File: src/rtl/tlpc_pkg.sv
// Shared types, register codes and constants for the traffic light phase controller.
// No dependencies; every other rtl file imports this package.
`timescale 1ns / 1ps

package tlpc_pkg;

    localparam int CFG_IDX_W  = 3;
    localparam int CFG_DATA_W = 8;

    localparam int DIR_COUNT  = 4;
    localparam int COUNT_W    = 8;
    localparam int QSUM_W     = 10;
    localparam int STAT_W     = 32;
    localparam int PHASE_W    = 3;

    // Register reset values
    localparam logic [7:0] GREEN_FLOOR_RST   = 8'd8;
    localparam logic [7:0] GREEN_CEILING_RST = 8'd25;
    localparam logic [5:0] SLOT_SECS_RST     = 6'd20;
    localparam logic [7:0] AMBER_SECS_RST    = 8'd3;
    localparam logic       ADAPTIVE_MODE_RST = 1'b0;

    typedef enum logic [CFG_IDX_W-1:0] {
        REG_GREEN_FLOOR   = 3'd0,
        REG_GREEN_CEILING = 3'd1,
        REG_SLOT_SECS     = 3'd2,
        REG_AMBER_SECS    = 3'd3,
        REG_ADAPTIVE_MODE = 3'd4
    } cfg_reg_t;

    typedef enum logic [1:0] {
        DIR_NORTH = 2'd0,
        DIR_SOUTH = 2'd1,
        DIR_EAST  = 2'd2,
        DIR_WEST  = 2'd3
    } dir_t;

    typedef struct packed {
        logic [7:0] green_floor;
        logic [7:0] green_ceiling;
        logic [5:0] slot_secs;
        logic [7:0] amber_secs;
        logic       adaptive_mode;
    } cfg_t;

    // Indexed by direction code
    typedef struct packed {
        logic [DIR_COUNT-1:0][COUNT_W-1:0] demand;
        logic [DIR_COUNT-1:0][COUNT_W-1:0] queued;
    } tick_t;

    typedef struct packed {
        logic [PHASE_W-1:0] phase_index;
        logic               phase_written;
        logic               yellow_shown;
        logic [STAT_W-1:0]  total_red_wait;
        logic [QSUM_W-1:0]  peak_combined_queue;
        logic [STAT_W-1:0]  combined_queue_total;
        logic [STAT_W-1:0]  ticks_seen;
    } result_t;

    // Green phase code of a direction: N0 E2 S4 W6
    function automatic logic [PHASE_W-1:0] green_of(input dir_t d);
        logic [PHASE_W-1:0] p;
        begin
            case (d)
                DIR_NORTH: p = 3'd0;
                DIR_SOUTH: p = 3'd4;
                DIR_EAST:  p = 3'd2;
                DIR_WEST:  p = 3'd6;
                default:   p = 3'd0;
            endcase
            return p;
        end
    endfunction

endpackage

File: src/rtl/tlpc_cfg.sv
// Configuration register bank of the traffic light phase controller.
// Depends on tlpc_pkg.
`timescale 1ns / 1ps

module tlpc_cfg (
    input  logic                             clk,
    input  logic                             rst_n,
    input  logic                             cfg_we,
    input  logic [tlpc_pkg::CFG_IDX_W-1:0]   cfg_index,
    input  logic [tlpc_pkg::CFG_DATA_W-1:0]  cfg_data,
    output tlpc_pkg::cfg_t                   cfg
);
    import tlpc_pkg::*;

    cfg_t cfg_reg;

    always_ff @(posedge clk or negedge rst_n)
    begin
        if (!rst_n)
        begin
            cfg_reg.green_floor   <= GREEN_FLOOR_RST;
            cfg_reg.green_ceiling <= GREEN_CEILING_RST;
            cfg_reg.slot_secs     <= SLOT_SECS_RST;
            cfg_reg.amber_secs    <= AMBER_SECS_RST;
            cfg_reg.adaptive_mode <= ADAPTIVE_MODE_RST;
        end
        else if (cfg_we)
        begin
            case (cfg_index)
                REG_GREEN_FLOOR:   cfg_reg.green_floor   <= cfg_data[7:0];
                REG_GREEN_CEILING: cfg_reg.green_ceiling <= cfg_data[7:0];
                REG_SLOT_SECS:     cfg_reg.slot_secs     <= cfg_data[5:0];
                REG_AMBER_SECS:    cfg_reg.amber_secs    <= cfg_data[7:0];
                REG_ADAPTIVE_MODE: cfg_reg.adaptive_mode <= cfg_data[0];
                default:           ;  // drop writes to unknown indexes
            endcase
        end
    end

    assign cfg = cfg_reg;

endmodule

File: src/rtl/tlpc_core.sv
// Phase decision and statistics state of the traffic light phase controller.
// Computes one tick's result from the held state; state updates when step is high.
// Depends on tlpc_pkg.
`timescale 1ns / 1ps

module tlpc_core #(
    parameter int MAX_COUNT = 255
) (
    input  logic              clk,
    input  logic              rst_n,
    input  tlpc_pkg::cfg_t    cfg,
    input  tlpc_pkg::tick_t   tick,
    input  logic              step,
    output tlpc_pkg::result_t result
);
    import tlpc_pkg::*;

    localparam int CW   = $clog2(MAX_COUNT + 1);
    localparam int CMPW = (CW > 8) ? CW : 8;

    dir_t               current_dir_reg, current_dir_next;
    dir_t               pending_dir_reg, pending_dir_next;
    logic               in_yellow_reg, in_yellow_next;
    logic [CW-1:0]      elapsed_reg, elapsed_next;
    logic [7:0]         sched_pos_reg, sched_pos_next;
    logic [PHASE_W-1:0] last_phase_reg, last_phase_next;
    logic [STAT_W-1:0]  red_wait_reg, red_wait_next;
    logic [QSUM_W-1:0]  queue_peak_reg, queue_peak_next;
    logic [STAT_W-1:0]  queue_sum_reg, queue_sum_next;
    logic [STAT_W-1:0]  tick_total_reg, tick_total_next;

    logic [QSUM_W-1:0]  combined;
    logic [QSUM_W-1:0]  red;
    logic [STAT_W:0]    red_sum;
    logic [STAT_W:0]    q_sum;
    logic [STAT_W:0]    t_sum;
    logic [5:0]         fg;
    logic [7:0]         fg1, fg2, fg3, cycle_len;
    logic [7:0]         sched_inc;
    logic [CW-1:0]      elapsed_inc;
    logic [CMPW-1:0]    elapsed_cmp;
    dir_t               target;
    dir_t               best;
    logic [COUNT_W-1:0] best_val;
    logic               do_switch;
    logic               written;

    always_comb
    begin
        combined = '0;
        red      = '0;
        for (int d = 0; d < DIR_COUNT; d++)
        begin
            combined = combined + QSUM_W'(tick.queued[d]);
            // queued vehicles count as waiting unless their direction shows green
            if (in_yellow_reg || (current_dir_reg != dir_t'(2'(d))))
                red = red + QSUM_W'(tick.queued[d]);
        end

        red_sum = {1'b0, red_wait_reg} + (STAT_W + 1)'(red);
        q_sum   = {1'b0, queue_sum_reg} + (STAT_W + 1)'(combined);
        t_sum   = {1'b0, tick_total_reg} + (STAT_W + 1)'(1);
        red_wait_next   = red_sum[STAT_W] ? '1 : red_sum[STAT_W-1:0];
        queue_sum_next  = q_sum[STAT_W]   ? '1 : q_sum[STAT_W-1:0];
        tick_total_next = t_sum[STAT_W]   ? '1 : t_sum[STAT_W-1:0];
        queue_peak_next = (combined > queue_peak_reg) ? combined : queue_peak_reg;

        elapsed_inc = (elapsed_reg < CW'(MAX_COUNT)) ? elapsed_reg + 1'b1 : elapsed_reg;
        elapsed_cmp = CMPW'(elapsed_inc);

        // fixed green of zero acts as one
        fg        = (cfg.slot_secs == 6'd0) ? 6'd1 : cfg.slot_secs;
        fg1       = 8'(fg);
        fg2       = 8'({fg, 1'b0});
        fg3       = fg2 + fg1;
        cycle_len = {fg, 2'b00};
        sched_inc = sched_pos_reg + 8'd1;
        sched_pos_next = (sched_inc >= cycle_len) ? 8'd0 : sched_inc;

        // largest demand, ties to the lower direction code
        best     = DIR_NORTH;
        best_val = tick.demand[0];
        for (int d = 1; d < DIR_COUNT; d++)
        begin
            if (tick.demand[d] > best_val)
            begin
                best     = dir_t'(2'(d));
                best_val = tick.demand[d];
            end
        end

        // anticlockwise schedule: north, west, south, east
        if (!cfg.adaptive_mode)
        begin
            if (sched_pos_next < fg1)
                target = DIR_NORTH;
            else if (sched_pos_next < fg2)
                target = DIR_WEST;
            else if (sched_pos_next < fg3)
                target = DIR_SOUTH;
            else
                target = DIR_EAST;
            do_switch = (target != current_dir_reg);
        end
        else
        begin
            target    = best;
            do_switch = (elapsed_cmp >= CMPW'(cfg.green_floor)) &&
                        ((target != current_dir_reg) ||
                         (elapsed_cmp >= CMPW'(cfg.green_ceiling)));
        end

        current_dir_next = current_dir_reg;
        pending_dir_next = pending_dir_reg;
        in_yellow_next   = in_yellow_reg;
        last_phase_next  = last_phase_reg;
        elapsed_next     = elapsed_inc;
        written          = 1'b0;

        if (in_yellow_reg)
        begin
            if (elapsed_cmp >= CMPW'(cfg.amber_secs))
            begin
                current_dir_next = pending_dir_reg;
                last_phase_next  = green_of(pending_dir_reg);
                in_yellow_next   = 1'b0;
                elapsed_next     = '0;
                written          = 1'b1;
            end
        end
        else if (do_switch)
        begin
            last_phase_next  = green_of(current_dir_reg) + 3'd1;
            pending_dir_next = target;
            in_yellow_next   = 1'b1;
            elapsed_next     = '0;
            written          = 1'b1;
        end

        result.phase_index          = last_phase_next;
        result.phase_written        = written;
        result.yellow_shown         = in_yellow_next;
        result.total_red_wait       = red_wait_next;
        result.peak_combined_queue  = queue_peak_next;
        result.combined_queue_total = queue_sum_next;
        result.ticks_seen           = tick_total_next;
    end

    always_ff @(posedge clk or negedge rst_n)
    begin
        if (!rst_n)
        begin
            current_dir_reg <= DIR_NORTH;
            pending_dir_reg <= DIR_NORTH;
            in_yellow_reg   <= 1'b0;
            elapsed_reg     <= '0;
            sched_pos_reg   <= '0;
            last_phase_reg  <= '0;
            red_wait_reg    <= '0;
            queue_peak_reg  <= '0;
            queue_sum_reg   <= '0;
            tick_total_reg  <= '0;
        end
        else if (step)
        begin
            current_dir_reg <= current_dir_next;
            pending_dir_reg <= pending_dir_next;
            in_yellow_reg   <= in_yellow_next;
            elapsed_reg     <= elapsed_next;
            sched_pos_reg   <= sched_pos_next;
            last_phase_reg  <= last_phase_next;
            red_wait_reg    <= red_wait_next;
            queue_peak_reg  <= queue_peak_next;
            queue_sum_reg   <= queue_sum_next;
            tick_total_reg  <= tick_total_next;
        end
    end

endmodule

File: src/rtl/traffic_light_phase_controller.sv
// Four-way traffic light phase controller, one tick beat in, one result beat out.
// An accepted beat is held in the input register, its result in the result register.
// Throughput: one beat per cycle, set by the combinational phase decision between
// the input register and the result register; stalls only under output back-pressure.
// Reset: rst_n clears control state and statistics; the data registers are not reset.
// Depends on tlpc_pkg, tlpc_cfg and tlpc_core.
`timescale 1ns / 1ps

module traffic_light_phase_controller #(
    parameter int MAX_COUNT = 255
) (
    input  logic                             clk,
    input  logic                             rst_n,

    input  logic                             cfg_we,
    input  logic [tlpc_pkg::CFG_IDX_W-1:0]   cfg_index,
    input  logic [tlpc_pkg::CFG_DATA_W-1:0]  cfg_data,

    input  logic                             in_valid,
    output logic                             in_stall,
    input  logic [7:0]                       demand_north,
    input  logic [7:0]                       demand_south,
    input  logic [7:0]                       demand_east,
    input  logic [7:0]                       demand_west,
    input  logic [7:0]                       queued_north,
    input  logic [7:0]                       queued_south,
    input  logic [7:0]                       queued_east,
    input  logic [7:0]                       queued_west,

    output logic                             out_valid,
    input  logic                             out_stall,
    output logic [2:0]                       phase_index,
    output logic                             phase_written,
    output logic                             yellow_shown,
    output logic [31:0]                      total_red_wait,
    output logic [9:0]                       peak_combined_queue,
    output logic [31:0]                      combined_queue_total,
    output logic [31:0]                      ticks_seen
);
    import tlpc_pkg::*;

    cfg_t    cfg;
    tick_t   tick_reg;
    tick_t   tick_in;
    logic    in_valid_reg, in_valid_next;
    logic    out_valid_reg, out_valid_next;
    result_t result_reg;
    result_t result;
    logic    step;
    logic    in_take;

    tlpc_cfg u_cfg (
        .clk       (clk),
        .rst_n     (rst_n),
        .cfg_we    (cfg_we),
        .cfg_index (cfg_index),
        .cfg_data  (cfg_data),
        .cfg       (cfg)
    );

    tlpc_core #(
        .MAX_COUNT (MAX_COUNT)
    ) u_core (
        .clk    (clk),
        .rst_n  (rst_n),
        .cfg    (cfg),
        .tick   (tick_reg),
        .step   (step),
        .result (result)
    );

    always_comb
    begin
        tick_in.demand[DIR_NORTH] = demand_north;
        tick_in.demand[DIR_SOUTH] = demand_south;
        tick_in.demand[DIR_EAST]  = demand_east;
        tick_in.demand[DIR_WEST]  = demand_west;
        tick_in.queued[DIR_NORTH] = queued_north;
        tick_in.queued[DIR_SOUTH] = queued_south;
        tick_in.queued[DIR_EAST]  = queued_east;
        tick_in.queued[DIR_WEST]  = queued_west;
    end

    // advance the held beat when the result register is free or being drained
    assign step     = in_valid_reg && (!out_valid_reg || !out_stall);
    assign in_stall = in_valid_reg && !step;
    assign in_take  = in_valid && !in_stall;

    assign in_valid_next  = in_take || (in_valid_reg && !step);
    assign out_valid_next = step || (out_valid_reg && out_stall);

    always_ff @(posedge clk or negedge rst_n)
    begin
        if (!rst_n)
        begin
            in_valid_reg  <= 1'b0;
            out_valid_reg <= 1'b0;
        end
        else
        begin
            in_valid_reg  <= in_valid_next;
            out_valid_reg <= out_valid_next;
        end
    end

    always_ff @(posedge clk)
    begin
        if (in_take)
            tick_reg <= tick_in;
        if (step)
            result_reg <= result;
    end

    assign out_valid            = out_valid_reg;
    assign phase_index          = result_reg.phase_index;
    assign phase_written        = result_reg.phase_written;
    assign yellow_shown         = result_reg.yellow_shown;
    assign total_red_wait       = result_reg.total_red_wait;
    assign peak_combined_queue  = result_reg.peak_combined_queue;
    assign combined_queue_total = result_reg.combined_queue_total;
    assign ticks_seen           = result_reg.ticks_seen;

endmodule
File: config.mk
export PLATFORM = sky130hd
export DESIGN_NAME = traffic_light_phase_controller
export DESIGN_NICKNAME = d
export VERILOG_FILES = /design/src/rtl/tlpc_pkg.sv /design/src/rtl/tlpc_cfg.sv /design/src/rtl/tlpc_core.sv /design/src/rtl/traffic_light_phase_controller.sv
export SDC_FILE = /design/constraint.sdc
export NUM_CORES = 1
export LEC_CHECK = 0
export BUFFER_PORTS_ARGS = -buffer_cell sky130_fd_sc_hd__buf_2
export CORE_MARGIN = 3
export CORE_UTILIZATION = 65
export DETAILED_ROUTE_END_ITERATION = 12
export PLACE_DENSITY = 0.88
export SYNTH_ARGS = -nofsm -noshare
export SYNTH_HDL_FRONTEND = slang
export SYNTH_SLANG_ARGS = --single-unit
export TNS_END_PERCENT = 5
File: constraint.sdc
create_clock -name clk -period 14.77 [get_ports clk]
set_input_delay 2.954 -clock clk [delete_from_list [all_inputs] [get_ports clk]]
set_output_delay 2.954 -clock clk [all_outputs]
set_load 0.03 [all_outputs]
[Word level (Yosys, flattened, before mapping)]
Cells that the tools add are included.
Cells by class
  add/subtract/negate cells: 13
  order comparisons: 12
  equality and inequality tests: 15
  mux-type cells: 37
  bitwise gates (word level): 1
  reduce and logical (&&, ||, !) cells: 29
Operators with widths (count)
  32-bit two-way mux: 3
  32-bit by 10-bit adder with 33-bit output: 2
  8-bit two-way mux: 8
  10-bit by 8-bit adder with 10-bit output: 4
  10-bit two-way mux: 4
  32-bit by 1-bit adder with 33-bit output (second input constant): 1
  8-bit >= comparator: 4
  8-bit greater-than comparator: 3
  3-bit case mux with 4 select lines: 2
  8-bit by 8-bit adder with 9-bit output: 2
  8-bit by 1-bit adder with 8-bit output (second input constant): 2
  3-bit two-way mux: 5
  2-bit two-way mux: 7
  10-bit greater-than comparator: 1
  2-bit AND reduction: 5
  7-bit by 6-bit adder with 8-bit output: 1
  2-bit equality test (second input constant): 4
  1-bit logical OR: 8
  8-bit by 6-bit less-than comparator with 1-bit output: 1
  8-bit by 7-bit less-than comparator with 1-bit output: 1
  8-bit less-than comparator: 1
  8-bit less-than comparator (second input constant): 1
  1-bit two-way mux: 7
  3-bit by 2-bit equality test with 1-bit output (second input constant): 2
  other kinds (16): 28
Storage, ports and cells
  register bits: 338
  input bits: 80
  output and inout bits: 113

[Logic depth before layout (Yosys ltp)]
Gate-level depths: netlist (run 1).
  word-level depth: 16
  mapped depth: 35

[Modules after synthesis]
A second synthesis (run 1) with hierarchy kept.
Unflattened totals
  cells, all modules: 1831
  area, all modules: 19488.7 µm²
Modules (own cells, without submodules)
  tlpc_core: instances 1, cells an instance 1579, area an instance 12933.7 µm²
  traffic_light_phase_controller: instances 1, cells an instance 183, area an instance 5347.6 µm²
  tlpc_cfg: instances 1, cells an instance 69, area an instance 1207.4 µm²

[Least setup slack after synthesis (run 1)]
No wires, ideal clock.
  kind: input-to-reg
  from: input port out_stall
  to: register u_core.queue_sum_reg[2]
  setup time: 299 ps
  arrival time: 7373 ps
  path slack: 7098 ps
  cell stages on the path: 7
  path buffers: 3
  path through: nand2_1 nand2_1 inv_1 clkbuf_1 clkbuf_1 clkbuf_1 a31oi_1
Between the ends
  longest elaborated chain between the ends: 3
RTL lines
  start, declared: RTL line traffic_light_phase_controller.sv:31  | input logic out_stall,
  1-bit logical NOT: RTL line traffic_light_phase_controller.sv:85  | assign step = in_valid_reg && (!out_valid_reg || !out_stall);
  1-bit logical OR: RTL line traffic_light_phase_controller.sv:85
  1-bit logical AND: RTL line traffic_light_phase_controller.sv:85
  net step: RTL line traffic_light_phase_controller.sv:49  | logic step;
  end signal, assigned: RTL line tlpc_core.sv:174  | queue_sum_reg <= queue_sum_next;
  end, declared: RTL line tlpc_core.sv:29  | logic [STAT_W-1:0] queue_sum_reg, queue_sum_next;
The timed path passes the listed nets, and every way through them passes these cells.
A chain may end at the register's enable or synchronous reset.

==> results of run 1 <==
==> worst paths after layout <==
path / from / end / slack, ns
min in group asynchronous: rst_n / u_core.queue_sum_reg[23] / 2.35
min reg2reg: u_core.queue_peak_reg[1] / u_core.queue_peak_reg[1] / 0.51
min: u_core.queue_peak_reg[1] / u_core.queue_peak_reg[1] / 0.51
max in group asynchronous: rst_n / u_cfg.cfg[16] / 11.21
max reg2reg: u_core.in_yellow_reg / u_core.red_wait_reg[11] / 6.45
max: u_core.in_yellow_reg / u_core.red_wait_reg[11] / 6.45
==> per-layer routing <==
layer	vias to the layer above	global-route usage (%)	routed length [um]	share of wire, %
met5	-	0	0	0
met4	0	10.65	1533	3.6
li1	7091	-	-	-
met2	581	44.87	20770	49
met3	126	4.341	2698	6.3
met1	7127	35.32	17800	42
==> where the power goes <==
part,switching (mW),total (mW),internal [mW]
clock network,0.366,0.905,0.539
logic,1.90,3.16,1.25
registers,0.155,1.50,1.34
==> worst register-to-register path, delay by kind of cell, from the launching register on <==
| kind | cells | cell delay, ns |
|---|---|---|
| flops | 1 | 0.60 |
| fa+ha+maj | 5 | 1.65 |
| buf+inv | 1 | 0.10 |
| xor+xnor | 1 | 0.21 |
| mux | 2 | 0.62 |
| compound gates | 11 | 2.36 |
| simple gates | 8 | 2.68 |
==> Yosys cell counts (20+ instances only) <==
cell | count | area [sq um]
sky130_fd_sc_hd__nand2_1 | 213 | 799.5
sky130_fd_sc_hd__edfxtp_1 | 175 | 5255
sky130_fd_sc_hd__dfrtp_1 | 155 | 3879
sky130_fd_sc_hd__ha_1 | 151 | 1889
sky130_fd_sc_hd__inv_1 | 129 | 484.2
sky130_fd_sc_hd__a21oi_1 | 128 | 640.6
sky130_fd_sc_hd__o21ai_0 | 126 | 630.6
sky130_fd_sc_hd__nor2_1 | 96 | 360.4
sky130_fd_sc_hd__a31oi_1 | 76 | 475.5
sky130_fd_sc_hd__xnor2_1 | 61 | 534.3
sky130_fd_sc_hd__mux2_2 | 53 | 596.8
sky130_fd_sc_hd__nand3_1 | 52 | 260.3
sky130_fd_sc_hd__clkbuf_1 | 50 | 187.7
sky130_fd_sc_hd__and3_1 | 34 | 212.7
sky130_fd_sc_hd__xor2_1 | 33 | 289.0
sky130_fd_sc_hd__and2_1 | 26 | 162.7
sky130_fd_sc_hd__nor2b_1 | 25 | 156.4
sky130_fd_sc_hd__a21o_1 | 23 | 172.7
sky130_fd_sc_hd__nand4_1 | 22 | 137.6
sky130_fd_sc_hd__nand2b_1 | 21 | 131.4
sky130_fd_sc_hd__nor3_1 | 20 | 100.1
==> cell families after synthesis <==
logic type | count (synthesis)
AO/OA/AOI/OAI | 457
XOR/XNOR | 96
adder cells (fa/ha/maj) | 169
buffers and inverters | 196
flip-flops | 338
multiplexers | 70
AND/OR/NAND/NOR | 553
==> cell type report <==
cell class / instances / area [sq um]
Inverter: 129 / 489.2
Clock inverter: 24 / 224.0
Tap cell: 384 / 480.5
Timing Repair Buffer: 200 / 1027
Sequential cell: 338 / 9344
Fill cell: 1922 / 7247
Clock buffer: 42 / 964.7
Multi-Input combinational cell: 1345 / 9314
==> impl_summary.log, run 1 <==
[metrics] summed instance area of the synthesized netlist: 19440 sq um
[metrics] capturing element type of the critical path: flip-flop
[metrics] half-perimeter wire length of the detailed placement result: 30490 um
[metrics] final-layout setup total negative slack: 0 ns
[metrics] unrepaired setup endpoints after global routing: false
[metrics] most frequently used flop master after synthesis: sky130_fd_sc_hd__edfxtp_1
[metrics] critical path startpoint category: flip-flop
[metrics] initial antenna violation count: 0
[metrics] DR WL/cell: 17.38 um
[metrics] total routing resource utilization after global routing: 26.87%
[metrics] floorplan row count: 62
[metrics] clock network latency to the later pin of the worst-skew pair: 0.52 ns
[metrics] arrival time of data at the critical path endpoint: 8.73 ns
[metrics] proportion of synthesized chip area in sequential cells: 48.07%
[metrics] number of instances in the synthesized netlist: 1879
[metrics] Top delay family on crit path: simple AND/OR/NAND/NOR gates
[metrics] number of vias per cell after detailed routing: 6.062
[metrics] Final Core Density: 75.09%
[metrics] startpoint-to-endpoint class of the critical path: reg -> reg
[metrics] routability-driven placement congestion ratio: 0.8917
[metrics] Buf+Inv Stages, Crit Path: 1
[metrics] area of the die: 32010 sq um
[metrics] net count of the mapped netlist: 2126
[metrics] number of global-route vias before repair: 14599
[metrics] worst hold path type: reg -> reg
[metrics] post-route cell area: 21840 sq um
[metrics] remaining global-route overflow: 0
[metrics] Post-synth EDFFs: 175
[metrics] Worst Hold Margin: 0.5068 ns
[metrics] wire length of the first global-routing pass: 70320 um
[metrics] # IOs: 193
[metrics] number of iterations in the first detailed-routing pass: 6
[metrics] crit path time final: 8.322 ns
[metrics] number of nets at the end of the flow: 2297
[metrics] CTS tree: done
[metrics] mean area per synthesized cell: 10.34 sq um
[metrics] fraction of the mapped netlist area in adder cells: 11.47%
[metrics] horizontal die dimension: 178.9 um
[metrics] cell count along the critical path: 28
[metrics] Worst Max-Slew Pin Slew: 1.118 ns
[metrics] worst-case setup slack after placement: 6.698 ns
[metrics] Final Hold Fails: 0
[metrics] worst reg-to-reg path cell count: 28
[metrics] Die Y: 178.9 um
[metrics] final routed DRC violation total: 0
[metrics] post-synthesis cell type count: 81
[metrics] synthesis-to-finish area growth: 12.38%
[metrics] placed cells: 2396
[metrics] final clock skew: 0.01603 ns
[metrics] final WL: 42800 um
[metrics] share of flip-flops with an asynchronous set or reset after synthesis: 48.22%
[metrics] count of placed standard cells in the final layout, fillers left out: 2462
[metrics] Num Clock Sinks: 338
[metrics] share of the synthesized area in compound gates (AO/OA/AOI/OAI): 14.30%
[metrics] # hold bufs at CTS: 0
[metrics] number of synthesis warnings: 0
[metrics] CTS H-tree lvls: 2
[metrics] max_slew headroom: 25.29%
[metrics] detailed-route via count: 14925
[metrics] Final Max Slew Viols: 0
[metrics] proportion of synthesized area in mux cells: 3.972%
[metrics] highest-count cells in the layout ignoring fill and taps: 212 x sky130_fd_sc_hd__nand2_1, 191 x sky130_fd_sc_hd__buf_2, 175 x sky130_fd_sc_hd__edfxtp_1
[metrics] setup slack of the critical path after layout: 6.448 ns
[metrics] Num CTS Buffers: 36
[metrics] post-synthesis share of cell area spent on and, or, nand and nor gates: 13.75%
[metrics] cell depth of the worst hold path: 1
[metrics] peak per-stage delay on the critical path: 0.87 ns
[metrics] share of the clock period used by the worst path: 56.34%
[metrics] main combinational cell family by area after synthesis: compound AO/OA/AOI/OAI gates
[metrics] fraction of final layout cells with drive strength greater than 1: 16.84%
[metrics] PD cells: 254.4 nW/um^2
[metrics] number of maximum-capacitance constraint violations: 0
[metrics] max frequency: 0.1202 GHz
[metrics] CTS Root Buffer Type: sky130_fd_sc_hd__clkbuf_16
[metrics] Max Buffers Root-to-Sink: 3
[metrics] leading cell type in the layout, fill and taps excluded: sky130_fd_sc_hd__nand2_1
[metrics] post-CTS resize count: 0
[metrics] Placeable Area: 29090 sq um
[metrics] largest vdd supply drop: 0.3693 mV
[metrics] flip-flop count of the largest register after layout: 64
[metrics] standard cell with the maximum stage delay on the critical path: sky130_fd_sc_hd__nand2_1
[metrics] standby leakage power: 10.03 nW
[metrics] count of input and output buffers: 192
[metrics] maximum number of pins on one net before global-route repair: 97
[metrics] final setup fails: 0
[metrics] effective utilization at floorplan: 66.82%
[metrics] number of nets with antenna violations after detailed routing: 0
[metrics] post-synthesis register bit count: 338
[metrics] biggest fanout along the worst timing path: 33
[metrics] xor-xnor portion of the synthesized cell area: 4.403%
[metrics] first-iteration detailed-routing DRC count: 1203
[metrics] required time at the worst-slack endpoint: 15.18 ns
[metrics] placed inst area: 20650 sq um
[metrics] post-CTS clock slew at the launch and capture registers of the worst setup and hold paths: 0.06 ns
[metrics] post-CTS setup buffer count: 0
[metrics] Antenna diodes: 0
[metrics] power after layout: 5.556 mW
[metrics] result of the run: finished, final reports clean
(Power assumes the default switching activity.)
==> run 2, diff against run 1 <==
- CORE_UTILIZATION: 65 -> 54
- PLACE_DENSITY: 0.88 -> 0.78
- clock period: 14.77 -> 7 ns (I/O delays scaled with it)
==> impl_summary.log, run 2 (synthesis results as in run 1) <==
[metrics] Filler Cells Inserted: 2717 (+41%)
[metrics] CTS H-tree lvls: 2 (unchanged)
[metrics] synthesis-to-finish area growth: 14.22%
[metrics] flip-flop count of the largest register after layout: 64 (unchanged)
[metrics] half-perimeter wire length of the detailed placement result: 30290 um (-0.67%)
[metrics] Antenna diodes: 0 (unchanged)
[metrics] remaining global-route overflow: 0 (unchanged)
[metrics] standard cell with the maximum stage delay on the critical path: sky130_fd_sc_hd__or3b_2
[metrics] final-layout setup total negative slack: 0 ns (unchanged)
[metrics] portion of total power attributed to sequential cells: 26.1% (-0.8 points)
[metrics] final clock skew: 0.01480 ns (-0.001228 ns)
[metrics] effective utilization at floorplan: 55.59% (-11 points)
[metrics] arrival time of data at the critical path endpoint: 7.09 ns (-1.64 ns)
[metrics] standby leakage power: 10.14 nW (+1.1%)
[metrics] max frequency: 0.1470 GHz (+22%)
[metrics] worst reg-to-reg path cell count: 29 (+3.6%)
[metrics] maximum number of pins on one net before global-route repair: 108 (+11%)
[metrics] Top delay family on crit path: simple AND/OR/NAND/NOR gates
[metrics] Placeable Area: 34970 sq um (+20%)
[metrics] leading cell type in the layout, fill and taps excluded: sky130_fd_sc_hd__nand2_1
[metrics] capturing element type of the critical path: flip-flop
[metrics] cell depth of the worst hold path: 1 (unchanged)
[metrics] Final Core Density: 63.49% (-12 points)
[metrics] # IOs: 193 (unchanged)
[metrics] area of the die: 38310 sq um (+20%)
[metrics] first-iteration detailed-routing DRC count: 984 (-18%)
[metrics] capture endpoint of the worst hold path: u_cfg.cfg[7]
[metrics] total routing resource utilization after global routing: 21.69% (-5.2 points)
[metrics] power after layout: 12.00 mW (+120%)
[metrics] final WL: 42340 um (-1.1%)
[metrics] count of placed standard cells in the final layout, fillers left out: 2545 (+3.4%)
[metrics] peak per-stage delay on the critical path: 0.48 ns (-0.39 ns)
[metrics] detailed-route via count: 14634 (-1.9%)
[metrics] number of nets with antenna violations after detailed routing: 0 (unchanged)
[metrics] clock network latency to the later pin of the worst-skew pair: 0.54 ns (+0.02 ns)
[metrics] result of the run: finished, final reports clean
[metrics] Sequential cell area: 9344 sq um (unchanged)
[metrics] Worst R2R End: total_red_wait[31]
[metrics] highest-count cells in the layout ignoring fill and taps: 211 x sky130_fd_sc_hd__nand2_1, 191 x sky130_fd_sc_hd__buf_2, 175 x sky130_fd_sc_hd__edfxtp_1
[metrics] biggest fanout along the worst timing path: 7 (-79%)
[metrics] startpoint-to-endpoint class of the critical path: reg -> reg
[metrics] Hold Startpoint: u_cfg.cfg[7]
[metrics] crit path time final: 6.802 ns (-1.520 ns)
[metrics] count of input and output buffers: 192 (unchanged)
[metrics] power share of the clock group: 17.4% (+1.1 points)
[metrics] register-to-register setup slack: 0.20 ns (-6.25 ns)
[metrics] Power Internal: 6.878 mW (+120%)
[metrics] horizontal die dimension: 195.7 um (+9.4%)
[metrics] routability-driven placement congestion ratio: 0.8859 (-0.65%)
[metrics] switching power summed over all nets: 5.119 mW (+110%)
[metrics] Num CTS Buffers: 37 (+2.8%)
[metrics] number of nets at the end of the flow: 2309 (+0.52%)
[metrics] most prevalent standard cell on the critical path: sky130_fd_sc_hd__ha_1
[metrics] critical path startpoint category: flip-flop
[metrics] required time at the worst-slack endpoint: 7.29 ns (-7.89 ns)
[metrics] largest vdd supply drop: 0.5826 mV (+58%)
[metrics] number of vias per cell after detailed routing: 5.750 (-5.1%)
[metrics] Final Hold Fails: 0 (unchanged)
[metrics] final setup fails: 0 (unchanged)
[metrics] final routed DRC violation total: 0 (unchanged)
[metrics] Worst Hold Margin: 0.4999 ns (-0.006862 ns)
[metrics] Die Y: 195.7 um (+9.4%)
[metrics] number of maximum-capacitance constraint violations: 0 (unchanged)
[metrics] source of the worst register-to-register timing path: u_core.in_yellow_reg
[metrics] DR WL/cell: 16.64 um (-4.3%)
[metrics] wire length of the first global-routing pass: 69790 um (-0.76%)
[metrics] PD cells: 540.4 nW/um^2 (+110%)
[metrics] number of global-route vias before repair: 14265 (-2.3%)
[metrics] share of the clock period used by the worst path: 97.17% (+41 points)
[metrics] Num Clock Sinks: 338 (unchanged)
[metrics] floorplan row count: 68 (+9.7%)
[metrics] CTS tree: done
[metrics] Worst Max-Slew Pin Slew: 1.320 ns (+0.2020 ns)
[metrics] post-CTS clock slew at the launch and capture registers of the worst setup and hold paths: 0.06 ns (about the same)
[metrics] fraction of final layout cells with drive strength greater than 1: 18.13% (+1.3 points)
[metrics] Gate power share: 56.5% (-0.3 points)
[metrics] worst hold path type: reg -> reg
[metrics] CTS Root Buffer Type: sky130_fd_sc_hd__clkbuf_16
[metrics] area of the multi-input gates: 9384 sq um (+0.75%)
[metrics] Buf+Inv Stages, Crit Path: 1 (unchanged)
[metrics] Final Max Slew Viols: 0 (unchanged)
[metrics] Max Buffers Root-to-Sink: 3 (unchanged)
[metrics] Switching Fraction: 42.67% (-0.96 points)
[metrics] placed cells: 2477 (+3.4%)
[metrics] max_slew headroom: 11.68% (-14 points)
[metrics] initial antenna violation count: 0 (unchanged)
[metrics] number of iterations in the first detailed-routing pass: 5 (-1)
[run 2: through the flow]
| step | cell area [sq um] | setup slack, ns |
|---|---|---|
| 6_report | 22200 | 0.1980 |
| 4_1_cts | 22130 | 0.1053 |
| 3_3_place_gp | 20820 | 0.2366 |
| 5_1_grt | 22200 | -0.08393 |
| 2_1_floorplan | 19440 | 0.4940 |
| 3_5_place_dp | 20820 | 0.02685 |
[run 2: repair_timing]
item | CTS | global route
setup endpoints to repair | 1 | 64
hold buffers | 0 | 0
setup buffers | 0 | 1
gates resized for setup | 1 | 19
pin swaps | 0 | 5
[run 2: how the worst max path moves through the flow]
stage / startpoint / to / depth (start not counted)
CTS: u_core.in_yellow_reg / total_red_wait[31] / 28
detailed placement: u_core.in_yellow_reg / total_red_wait[31] / 28
global route: u_core.in_yellow_reg / total_red_wait[31] / 32
finish: u_core.in_yellow_reg / total_red_wait[31] / 29
floorplan: u_core.current_dir_reg[1] / total_red_wait[23] / 31
global placement: u_core.in_yellow_reg / total_red_wait[31] / 28
[run 2: per-layer routing]
layer | part of all wire (%) | wire length (um) | global-route usage (%) | up-vias
li1 | - | - | - | 7109
met1 | 45 | 18920 | 29.79 | 7071
met2 | 48 | 20280 | 36.16 | 391
met3 | 5.5 | 2316 | 3.744 | 63
met4 | 2.0 | 828 | 5.360 | 0
met5 | 0 | 0 | 0 | -
[run 2: power by group through the flow]
| stage | combinational [mW] | clock, mW | sequential, mW |
|---|---|---|---|
| after detailed placement | 6.54 | 0 | 3.16 |
| after CTS | 6.60 | 2.14 | 3.12 |
| after floorplan | 4.78 | 0 | 3.41 |
| after global placement | 6.27 | 0 | 3.14 |
| after global routing | 7.62 | 2.22 | 3.18 |
| final | 6.78 | 2.09 | 3.13 |
[run 2: area by class of cell]
class	count	area share, %
multi-input cells	1345	42.27
flip-flops and latches	338	42.09
repair buffers	211	4.999
clock buffers	47	4.571
well taps	455	2.564
inverters	129	2.204
clock inverters	20	1.307
